### src/rtl/cicd_pkg.sv
// Shared types and constants for the multichannel CIC decimator.
package cicd_pkg;

    localparam int CH_W       = 2;
    localparam int SAMPLE_W   = 16;
    localparam int CODE_W     = 16;
    localparam int FACTOR_W   = 11;
    localparam int ACC_W      = 64;
    localparam int OUTQ_DEPTH = 4;
    localparam int OUTQ_PTR_W = $clog2(OUTQ_DEPTH);
    localparam int OUTQ_LVL_W = $clog2(OUTQ_DEPTH + 1);
    localparam int PEND_W     = OUTQ_LVL_W + 2;

    localparam logic [FACTOR_W-1:0] FACTOR_RESET = FACTOR_W'(4);
    localparam logic [CODE_W-1:0]   CODE_MAX     = '1;

    typedef struct packed {
        logic [CH_W-1:0]     channel;
        logic [SAMPLE_W-1:0] sample;
    } in_word_t;

    typedef struct packed {
        logic [CH_W-1:0]   out_channel;
        logic [CODE_W-1:0] filtered_sample;
    } out_word_t;

    typedef struct packed {
        logic             valid;
        logic [CH_W-1:0]  ch;
        logic [ACC_W-1:0] acc;
    } int_to_comb_t;

    typedef struct packed {
        logic             valid;
        logic [CH_W-1:0]  ch;
        logic [ACC_W-1:0] comb;
    } comb_to_out_t;

endpackage

### src/rtl/multichannel_cic_decimator_unit.sv
// Top level of the multichannel CIC decimator.
// Input channel: in_valid/in_ready carry in_word (channel tag and raw 16-bit sample).
// Output channel: out_valid/out_ready carry out_word (channel and filtered code).
// cfg_we/cfg_wdata write the decimation factor; write only while the block is idle.
// One input word is taken per cycle while in_ready is high, also for the same channel back
// to back: the integrator and comb state live in two RAMs, each read ahead and written
// back in the cycle after, with a one-entry forward covering consecutive words on a channel.
// A completing word passes the comb and rounding registers into the output queue.
// Words for channels beyond CHANNELS are taken and dropped.
// Reset clears the per-entry valid bits so all filter state reads as zero, and sets
// the factor to 4; no clearing pass is needed.
// The output side has a 4-word queue; in_ready drops when words in flight plus queued
// words reach 4 and no word leaves the queue in that cycle, so a stalled receiver
// holds the input back without loss.
module multichannel_cic_decimator_unit import cicd_pkg::*; #(
    parameter int CHANNELS = 4,
    parameter int STAGES   = 2
) (
    input  logic                clk,
    input  logic                rst_n,
    input  logic                in_valid,
    output logic                in_ready,
    input  in_word_t            in_word,
    output logic                out_valid,
    input  logic                out_ready,
    output out_word_t           out_word,
    input  logic                cfg_we,
    input  logic [FACTOR_W-1:0] cfg_wdata
);

    logic [FACTOR_W-1:0]   factor_reg;
    logic                  start;
    logic                  in_range;
    logic                  busy1;
    logic                  busy2;
    logic                  busy3;
    logic [OUTQ_LVL_W-1:0] level;
    logic [PEND_W-1:0]     pend;
    int_to_comb_t          i2c;
    comb_to_out_t          c2o;

    assign in_range = (32'(in_word.channel) < CHANNELS);
    assign pend     = PEND_W'(busy1) + PEND_W'(busy2) + PEND_W'(busy3) + PEND_W'(level);
    assign in_ready = (pend < PEND_W'(OUTQ_DEPTH) + PEND_W'(out_valid & out_ready));
    assign start    = in_valid & in_ready & in_range;

    always_ff @(posedge clk or negedge rst_n)
    begin
        if (!rst_n)
        begin
            factor_reg <= FACTOR_RESET;
        end
        else if (cfg_we)
        begin
            factor_reg <= cfg_wdata;
        end
    end

    cicd_integ #(
        .CHANNELS(CHANNELS),
        .STAGES  (STAGES)
    ) u_integ (
        .clk    (clk),
        .rst_n  (rst_n),
        .start  (start),
        .in_word(in_word),
        .factor (factor_reg),
        .busy   (busy1),
        .to_comb(i2c)
    );

    cicd_comb #(
        .CHANNELS(CHANNELS),
        .STAGES  (STAGES)
    ) u_comb (
        .clk       (clk),
        .rst_n     (rst_n),
        .from_integ(i2c),
        .busy      (busy2),
        .to_out    (c2o)
    );

    cicd_outq #(
        .STAGES(STAGES)
    ) u_outq (
        .clk      (clk),
        .rst_n    (rst_n),
        .from_comb(c2o),
        .busy     (busy3),
        .level    (level),
        .out_valid(out_valid),
        .out_ready(out_ready),
        .out_word (out_word)
    );

endmodule

### src/rtl/cicd_ram.sv
// Generic single-port-write, single-port-read RAM with registered read data.
module cicd_ram #(
    parameter int WIDTH = 8,
    parameter int DEPTH = 4
) (
    input  logic                                  clk,
    input  logic                                  we,
    input  logic [(DEPTH > 1 ? $clog2(DEPTH) : 1)-1:0] waddr,
    input  logic [WIDTH-1:0]                      wdata,
    input  logic [(DEPTH > 1 ? $clog2(DEPTH) : 1)-1:0] raddr,
    output logic [WIDTH-1:0]                      rdata
);

    logic [WIDTH-1:0] mem [DEPTH];

    always_ff @(posedge clk)
    begin
        if (we)
        begin
            mem[waddr] <= wdata;
        end
        rdata <= mem[raddr];
    end

endmodule

### src/rtl/cicd_integ.sv
// Integrator and decimation-counter stage: read-modify-write of per-channel state.
module cicd_integ import cicd_pkg::*; #(
    parameter int CHANNELS = 4,
    parameter int STAGES   = 2
) (
    input  logic                clk,
    input  logic                rst_n,
    input  logic                start,
    input  in_word_t            in_word,
    input  logic [FACTOR_W-1:0] factor,
    output logic                busy,
    output int_to_comb_t        to_comb
);

    localparam int AW     = (CHANNELS > 1) ? $clog2(CHANNELS) : 1;
    localparam int INT_W  = STAGES * ACC_W;
    localparam int WORD_W = INT_W + FACTOR_W;

    typedef logic [STAGES-1:0][ACC_W-1:0] integ_vec_t;

    logic                v1_reg;
    logic [CH_W-1:0]     ch1_reg;
    logic [SAMPLE_W-1:0] smp1_reg;
    logic                fwd_v_reg;
    logic [AW-1:0]       fwd_addr_reg;
    logic [WORD_W-1:0]   fwd_word_reg;
    logic [CHANNELS-1:0] ent_vld_reg;

    logic [AW-1:0]       rd_addr;
    logic [AW-1:0]       addr1;
    logic [WORD_W-1:0]   rdata;
    logic [WORD_W-1:0]   old_word;
    integ_vec_t          old_int;
    integ_vec_t          new_int;
    logic [FACTOR_W-1:0] old_cnt;
    logic [FACTOR_W-1:0] cnt_inc;
    logic [FACTOR_W-1:0] cnt_next;
    logic                decim;
    logic [WORD_W-1:0]   word_next;

    assign rd_addr = AW'(in_word.channel);
    assign addr1   = AW'(ch1_reg);

    cicd_ram #(
        .WIDTH(WORD_W),
        .DEPTH(CHANNELS)
    ) u_ram (
        .clk  (clk),
        .we   (v1_reg),
        .waddr(addr1),
        .wdata(word_next),
        .raddr(rd_addr),
        .rdata(rdata)
    );

    always_comb
    begin
        if (fwd_v_reg && (fwd_addr_reg == addr1))
        begin
            old_word = fwd_word_reg;
        end
        else if (ent_vld_reg[addr1])
        begin
            old_word = rdata;
        end
        else
        begin
            old_word = '0;
        end
    end

    assign old_int = integ_vec_t'(old_word[INT_W-1:0]);
    assign old_cnt = old_word[WORD_W-1 -: FACTOR_W];

    // each integrator adds the updated value of the one before it
    always_comb
    begin
        logic [ACC_W-1:0] run;
        run = ACC_W'(smp1_reg);
        for (int s = 0; s < STAGES; s++)
        begin
            run        = run + old_int[s];
            new_int[s] = run;
        end
    end

    assign cnt_inc   = old_cnt + FACTOR_W'(1);
    assign decim     = (cnt_inc >= factor);
    assign cnt_next  = decim ? '0 : cnt_inc;
    assign word_next = {cnt_next, new_int};

    always_ff @(posedge clk or negedge rst_n)
    begin
        if (!rst_n)
        begin
            v1_reg      <= 1'b0;
            fwd_v_reg   <= 1'b0;
            ent_vld_reg <= '0;
        end
        else
        begin
            v1_reg    <= start;
            fwd_v_reg <= v1_reg;
            if (v1_reg)
            begin
                ent_vld_reg[addr1] <= 1'b1;
            end
        end
    end

    always_ff @(posedge clk)
    begin
        ch1_reg      <= in_word.channel;
        smp1_reg     <= in_word.sample;
        fwd_addr_reg <= addr1;
        fwd_word_reg <= word_next;
    end

    assign busy          = v1_reg;
    assign to_comb.valid = v1_reg & decim;
    assign to_comb.ch    = ch1_reg;
    assign to_comb.acc   = new_int[STAGES-1];

endmodule

### src/rtl/cicd_comb.sv
// Comb stage: read-modify-write of per-channel comb delays on decimation.
module cicd_comb import cicd_pkg::*; #(
    parameter int CHANNELS = 4,
    parameter int STAGES   = 2
) (
    input  logic         clk,
    input  logic         rst_n,
    input  int_to_comb_t from_integ,
    output logic         busy,
    output comb_to_out_t to_out
);

    localparam int AW     = (CHANNELS > 1) ? $clog2(CHANNELS) : 1;
    localparam int WORD_W = STAGES * ACC_W;

    typedef logic [STAGES-1:0][ACC_W-1:0] delay_vec_t;

    logic                v2_reg;
    logic [CH_W-1:0]     ch2_reg;
    logic [ACC_W-1:0]    acc2_reg;
    logic                fwd_v_reg;
    logic [AW-1:0]       fwd_addr_reg;
    logic [WORD_W-1:0]   fwd_word_reg;
    logic [CHANNELS-1:0] ent_vld_reg;

    logic [AW-1:0]       rd_addr;
    logic [AW-1:0]       addr2;
    logic [WORD_W-1:0]   rdata;
    logic [WORD_W-1:0]   old_word;
    delay_vec_t          old_dly;
    delay_vec_t          new_dly;
    logic [ACC_W-1:0]    comb_val;

    assign rd_addr = AW'(from_integ.ch);
    assign addr2   = AW'(ch2_reg);

    cicd_ram #(
        .WIDTH(WORD_W),
        .DEPTH(CHANNELS)
    ) u_ram (
        .clk  (clk),
        .we   (v2_reg),
        .waddr(addr2),
        .wdata(new_dly),
        .raddr(rd_addr),
        .rdata(rdata)
    );

    always_comb
    begin
        if (fwd_v_reg && (fwd_addr_reg == addr2))
        begin
            old_word = fwd_word_reg;
        end
        else if (ent_vld_reg[addr2])
        begin
            old_word = rdata;
        end
        else
        begin
            old_word = '0;
        end
    end

    assign old_dly = delay_vec_t'(old_word);

    always_comb
    begin
        logic [ACC_W-1:0] c;
        c = acc2_reg;
        for (int s = 0; s < STAGES; s++)
        begin
            new_dly[s] = c;
            c          = c - old_dly[s];
        end
        comb_val = c;
    end

    always_ff @(posedge clk or negedge rst_n)
    begin
        if (!rst_n)
        begin
            v2_reg      <= 1'b0;
            fwd_v_reg   <= 1'b0;
            ent_vld_reg <= '0;
        end
        else
        begin
            v2_reg    <= from_integ.valid;
            fwd_v_reg <= v2_reg;
            if (v2_reg)
            begin
                ent_vld_reg[addr2] <= 1'b1;
            end
        end
    end

    always_ff @(posedge clk)
    begin
        ch2_reg      <= from_integ.ch;
        acc2_reg     <= from_integ.acc;
        fwd_addr_reg <= addr2;
        fwd_word_reg <= new_dly;
    end

    assign busy         = v2_reg;
    assign to_out.valid = v2_reg;
    assign to_out.ch    = ch2_reg;
    assign to_out.comb  = comb_val;

endmodule

### src/rtl/cicd_outq.sv
// Rounding, gain shift and clamp, then the output word queue.
module cicd_outq import cicd_pkg::*; #(
    parameter int STAGES = 2
) (
    input  logic                  clk,
    input  logic                  rst_n,
    input  comb_to_out_t          from_comb,
    output logic                  busy,
    output logic [OUTQ_LVL_W-1:0] level,
    output logic                  out_valid,
    input  logic                  out_ready,
    output out_word_t             out_word
);

    localparam int               GAIN_SHIFT = 2 * STAGES;
    localparam logic [ACC_W-1:0] BIAS       = ACC_W'(1) << (GAIN_SHIFT - 1);

    logic                  v3_reg;
    logic [CH_W-1:0]       ch3_reg;
    logic [ACC_W-1:0]      comb3_reg;
    out_word_t             q_reg [OUTQ_DEPTH];
    logic [OUTQ_PTR_W-1:0] wr_ptr_reg;
    logic [OUTQ_PTR_W-1:0] rd_ptr_reg;
    logic [OUTQ_LVL_W-1:0] cnt_reg;
    logic [OUTQ_LVL_W-1:0] cnt_next;

    logic [ACC_W-1:0]      biased;
    logic [ACC_W-1:0]      shifted;
    logic [CODE_W-1:0]     code;
    logic                  pop;
    out_word_t             push_word;

    assign biased  = comb3_reg + BIAS;
    assign shifted = biased >> GAIN_SHIFT;

    always_comb
    begin
        priority if (biased[ACC_W-1])
        begin
            code = '0;
        end
        else if (shifted >= ACC_W'(CODE_MAX))
        begin
            code = CODE_MAX;
        end
        else
        begin
            code = shifted[CODE_W-1:0];
        end
    end

    assign push_word.out_channel     = ch3_reg;
    assign push_word.filtered_sample = code;

    assign pop      = out_valid & out_ready;
    assign cnt_next = cnt_reg + OUTQ_LVL_W'(v3_reg) - OUTQ_LVL_W'(pop);

    always_ff @(posedge clk or negedge rst_n)
    begin
        if (!rst_n)
        begin
            v3_reg     <= 1'b0;
            wr_ptr_reg <= '0;
            rd_ptr_reg <= '0;
            cnt_reg    <= '0;
        end
        else
        begin
            v3_reg  <= from_comb.valid;
            cnt_reg <= cnt_next;
            if (v3_reg)
            begin
                wr_ptr_reg <= wr_ptr_reg + OUTQ_PTR_W'(1);
            end
            if (pop)
            begin
                rd_ptr_reg <= rd_ptr_reg + OUTQ_PTR_W'(1);
            end
        end
    end

    always_ff @(posedge clk)
    begin
        ch3_reg   <= from_comb.ch;
        comb3_reg <= from_comb.comb;
        if (v3_reg)
        begin
            q_reg[wr_ptr_reg] <= push_word;
        end
    end

    assign busy      = v3_reg;
    assign level     = cnt_reg;
    assign out_valid = (cnt_reg != '0);
    assign out_word  = q_reg[rd_ptr_reg];

endmodule

### config.mk
export PLATFORM = sky130hd
export DESIGN_NAME = multichannel_cic_decimator_unit
export DESIGN_NICKNAME = d
export VERILOG_FILES = /design/src/rtl/cicd_pkg.sv /design/src/rtl/multichannel_cic_decimator_unit.sv /design/src/rtl/cicd_ram.sv /design/src/rtl/cicd_integ.sv /design/src/rtl/cicd_comb.sv /design/src/rtl/cicd_outq.sv
export SDC_FILE = /design/constraint.sdc
export NUM_CORES = 2
export LEC_CHECK = 0
export BUFFER_PORTS_ARGS = -buffer_cell sky130_fd_sc_hd__buf_2
export CAP_MARGIN = 20
export CORE_MARGIN = 2
export CORE_UTILIZATION = 66
export CTS_CLUSTER_DIAMETER = 60
export DETAILED_ROUTE_END_ITERATION = 10
export PLACE_DENSITY = 0.85
export RECOVER_POWER = 100
export SYNTH_ARGS = -nofsm -noshare
export SYNTH_HDL_FRONTEND = slang
export SYNTH_HIERARCHICAL = 1
export SYNTH_SLANG_ARGS = --single-unit
### constraint.sdc
create_clock -name clk -period 29.6 [get_ports clk]
set_input_delay 4.44 -clock clk [delete_from_list [all_inputs] [get_ports clk]]
set_output_delay 4.44 -clock clk [all_outputs]
set_load 0.01 [all_outputs]
==> out/results.txt <==
Clock Sink Count: 1856
Layout Skew: 0.0242 ns
Vias post-DR: 44200
Crit path largest cell delay: 2.67 ns
Slew Limit Fails: 1864
Final Critical Period: 13.75 ns
Max_cap viols: 34
Crit-path leading delay family: simple AND/OR/NAND/NOR gates
Num ports: 54
Peak Freq: 0.0727 GHz
Finished layout cell area: 82500 um^2
Area Overhead vs Synth: 8.06%
CTS resizes: 0
Largest net degree at the start of global routing: 138
Vias per inst: 6.51
Die area: 118000 um^2
Placed instance area: 77200 um^2
Detailed Route Iter0 Violations: 3935
Clock buffer depth: 3
Status: finished, violations left
WP data arrival: 14.21 ns
Input/output buffers: 53
Reg2Reg Setup Slack: 15.85 ns
Die extent in y: 344 um
Number of global-route vias before repair: 45000
Worst-margin pin slew: 8.56 ns
Cts-stage hold buffer count: 0
Setup TNS: 0 ns
Critical-path top delay cell: clkbuf_1
Worst slew margin: -471%
Htree depth: 4
Setup slack after layout: 15.85 ns
CP max FO: 71
Crit end category: flip-flop
Most flop-heavy register: u_integ/u_ram/mem
Post-synthesis cell area: 76400 um^2
Worst Path Class, Setup: reg -> reg
Crit path cell chain: xor2_1 -> nor3_1 -> clkbuf_1 -> a22o_1 -> ha_1 -> nand2_1 -> nor3_1 -> a21oi_1 -> o21ai_0 -> nor4b_1 -> xor2_1 -> ha_1 -> and3_1 -> and2_0 -> a221oi_1 -> nand2_1 -> nor4b_1 -> o31ai_1 -> and3_1 -> o211ai_1 -> a21oi_1 -> a311oi_1
# setup viols final: 0
Mean post-synth cell area: 14.9 um^2
Overflow after GRT: 0
Post-Synthesis Cells: 5137
Clk root buf: clkbuf_16
Critical path startpoint: u_integ/addr1[0]
Final period util: 46.5%
Total wire length: 160 mm
Worst hold-check path type: reg -> reg
Std-Cell Rows: 124
RR Startpoint: u_integ/addr1[0]
CP startpoint kind: flip-flop
DR WL/cell: 23.6 um
Detail Route Antenna Nets: 0
Core footprint: 115000 um^2
Detailed Routing Iterations Pass 1: 5
Worst slack, placed: 20.14 ns
WP data required: 30.06 ns
RSZ-0062 raised after global routing: false
Post CTS Setup Buffer Count: 0
Final HPWL DP: 98.2 mm
Syn nets: 5389
CP Buf/Inv Count: 1
Max FFs per register: 556
Top flop regs: u_integ/u_ram/mem: 556 flops, u_comb/u_ram/mem: 512 flops
Initial Util: 66.7%
Final Hold Fails: 0
GP Congestion: 0.918
Initial antenna violation count: 1
Total GRT Usage: 27.3%
Failing checks: max-capacitance violations, max-slew violations
Total CTS buffers: 173
Hold Crit Start: u_comb/acc2_reg[8]
CTS tree: done
Die Width: 344 um
Share of cells above drive strength 1: 12.7%
# DRC: 0
First-pass GRT wire length: 251 mm
Yosys warnings: 6
Clock Latency Late Sink: 0.79 ns
Final Net Count: 5381
CTS clock-pin slew for the worst setup and hold paths: 0.07 ns
path summary, 6_finish.rpt:
path / depth (start not counted) / endpoint
setup / recovery: 22 / u_integ/u_ram/mem[1][123]
hold / removal: 0 / u_comb/fwd_word_reg[8]
setup reg to reg: 22 / u_integ/u_ram/mem[1][123]
hold reg to reg: 0 / u_comb/fwd_word_reg[8]
max in group asynchronous: 2 / factor_reg[7]
min in group asynchronous: 1 / u_comb/ent_vld_reg[0]
through the flow:
stage,util (%),std cells,hold slack (ns)
6_report,72.1,6794,0.436
5_1_grt,72.1,6793,0.458
4_1_cts,72.5,6791,0.434
3_5_place_dp,67.4,6464,0.420
3_3_place_gp,67.4,6464,0.412
2_1_floorplan,-,5137,0.377
worst reg2reg max path, stage by stage, from the launching register on:
cell	delay (ns)
dfxtp_1	1.96
xor2_1	0.51
nor3_1	1.38
clkbuf_1	2.68
a22o_1	0.44
ha_1	0.22
nand2_1	0.09
nor3_1	0.19
a21oi_1	0.15
o21ai_0	0.80
nor4b_1	1.13
xor2_1	0.44
ha_1	0.52
and3_1	0.21
and2_0	0.19
a221oi_1	0.36
nand2_1	0.15
nor4b_1	0.43
o31ai_1	0.24
and3_1	0.28
o211ai_1	0.27
a21oi_1	0.11
a311oi_1	0.69
metal layers:
| metal | routed length, um | vias to the layer above | global-route usage (%) | share of wire, % |
|---|---|---|---|---|
| met2 | 79300 | 1721 | 46.1 | 49 |
| li1 | - | 19900 | - | - |
| met4 | 4930 | 0 | 9.29 | 3.1 |
| met5 | 0 | - | 0 | 0 |
| met3 | 10200 | 343 | 3.89 | 6.3 |
| met1 | 65900 | 22200 | 36.8 | 41 |
placed cells by master, fill, tap and decap left out, types with 127 or more instances in the layout:
master / instances
nand2_1: 234
mux4_2: 287
nor2_1: 173
clkbuf_16: 178
a22oi_1: 146
dfxtp_1: 685
xnor2_1: 197
xor2_1: 127
ha_1: 211
a21oi_1: 203
edfxtp_1: 1140
o21ai_0: 141
final cells by class:
class                   instances  area, um^2
diodes                          1        2.50
multi-input cells            2910       25200
fillers                      6909       32000
inverters                      96         360
clock inverters                69         795
clock buffers                 258        5050
flip-flops and latches       1856       48700
repair buffers                 92         447
well taps                    1512        1890
Power is not shown: default switching activity piles up to over one toggle a cycle in this logic, so the estimate is an artifact.
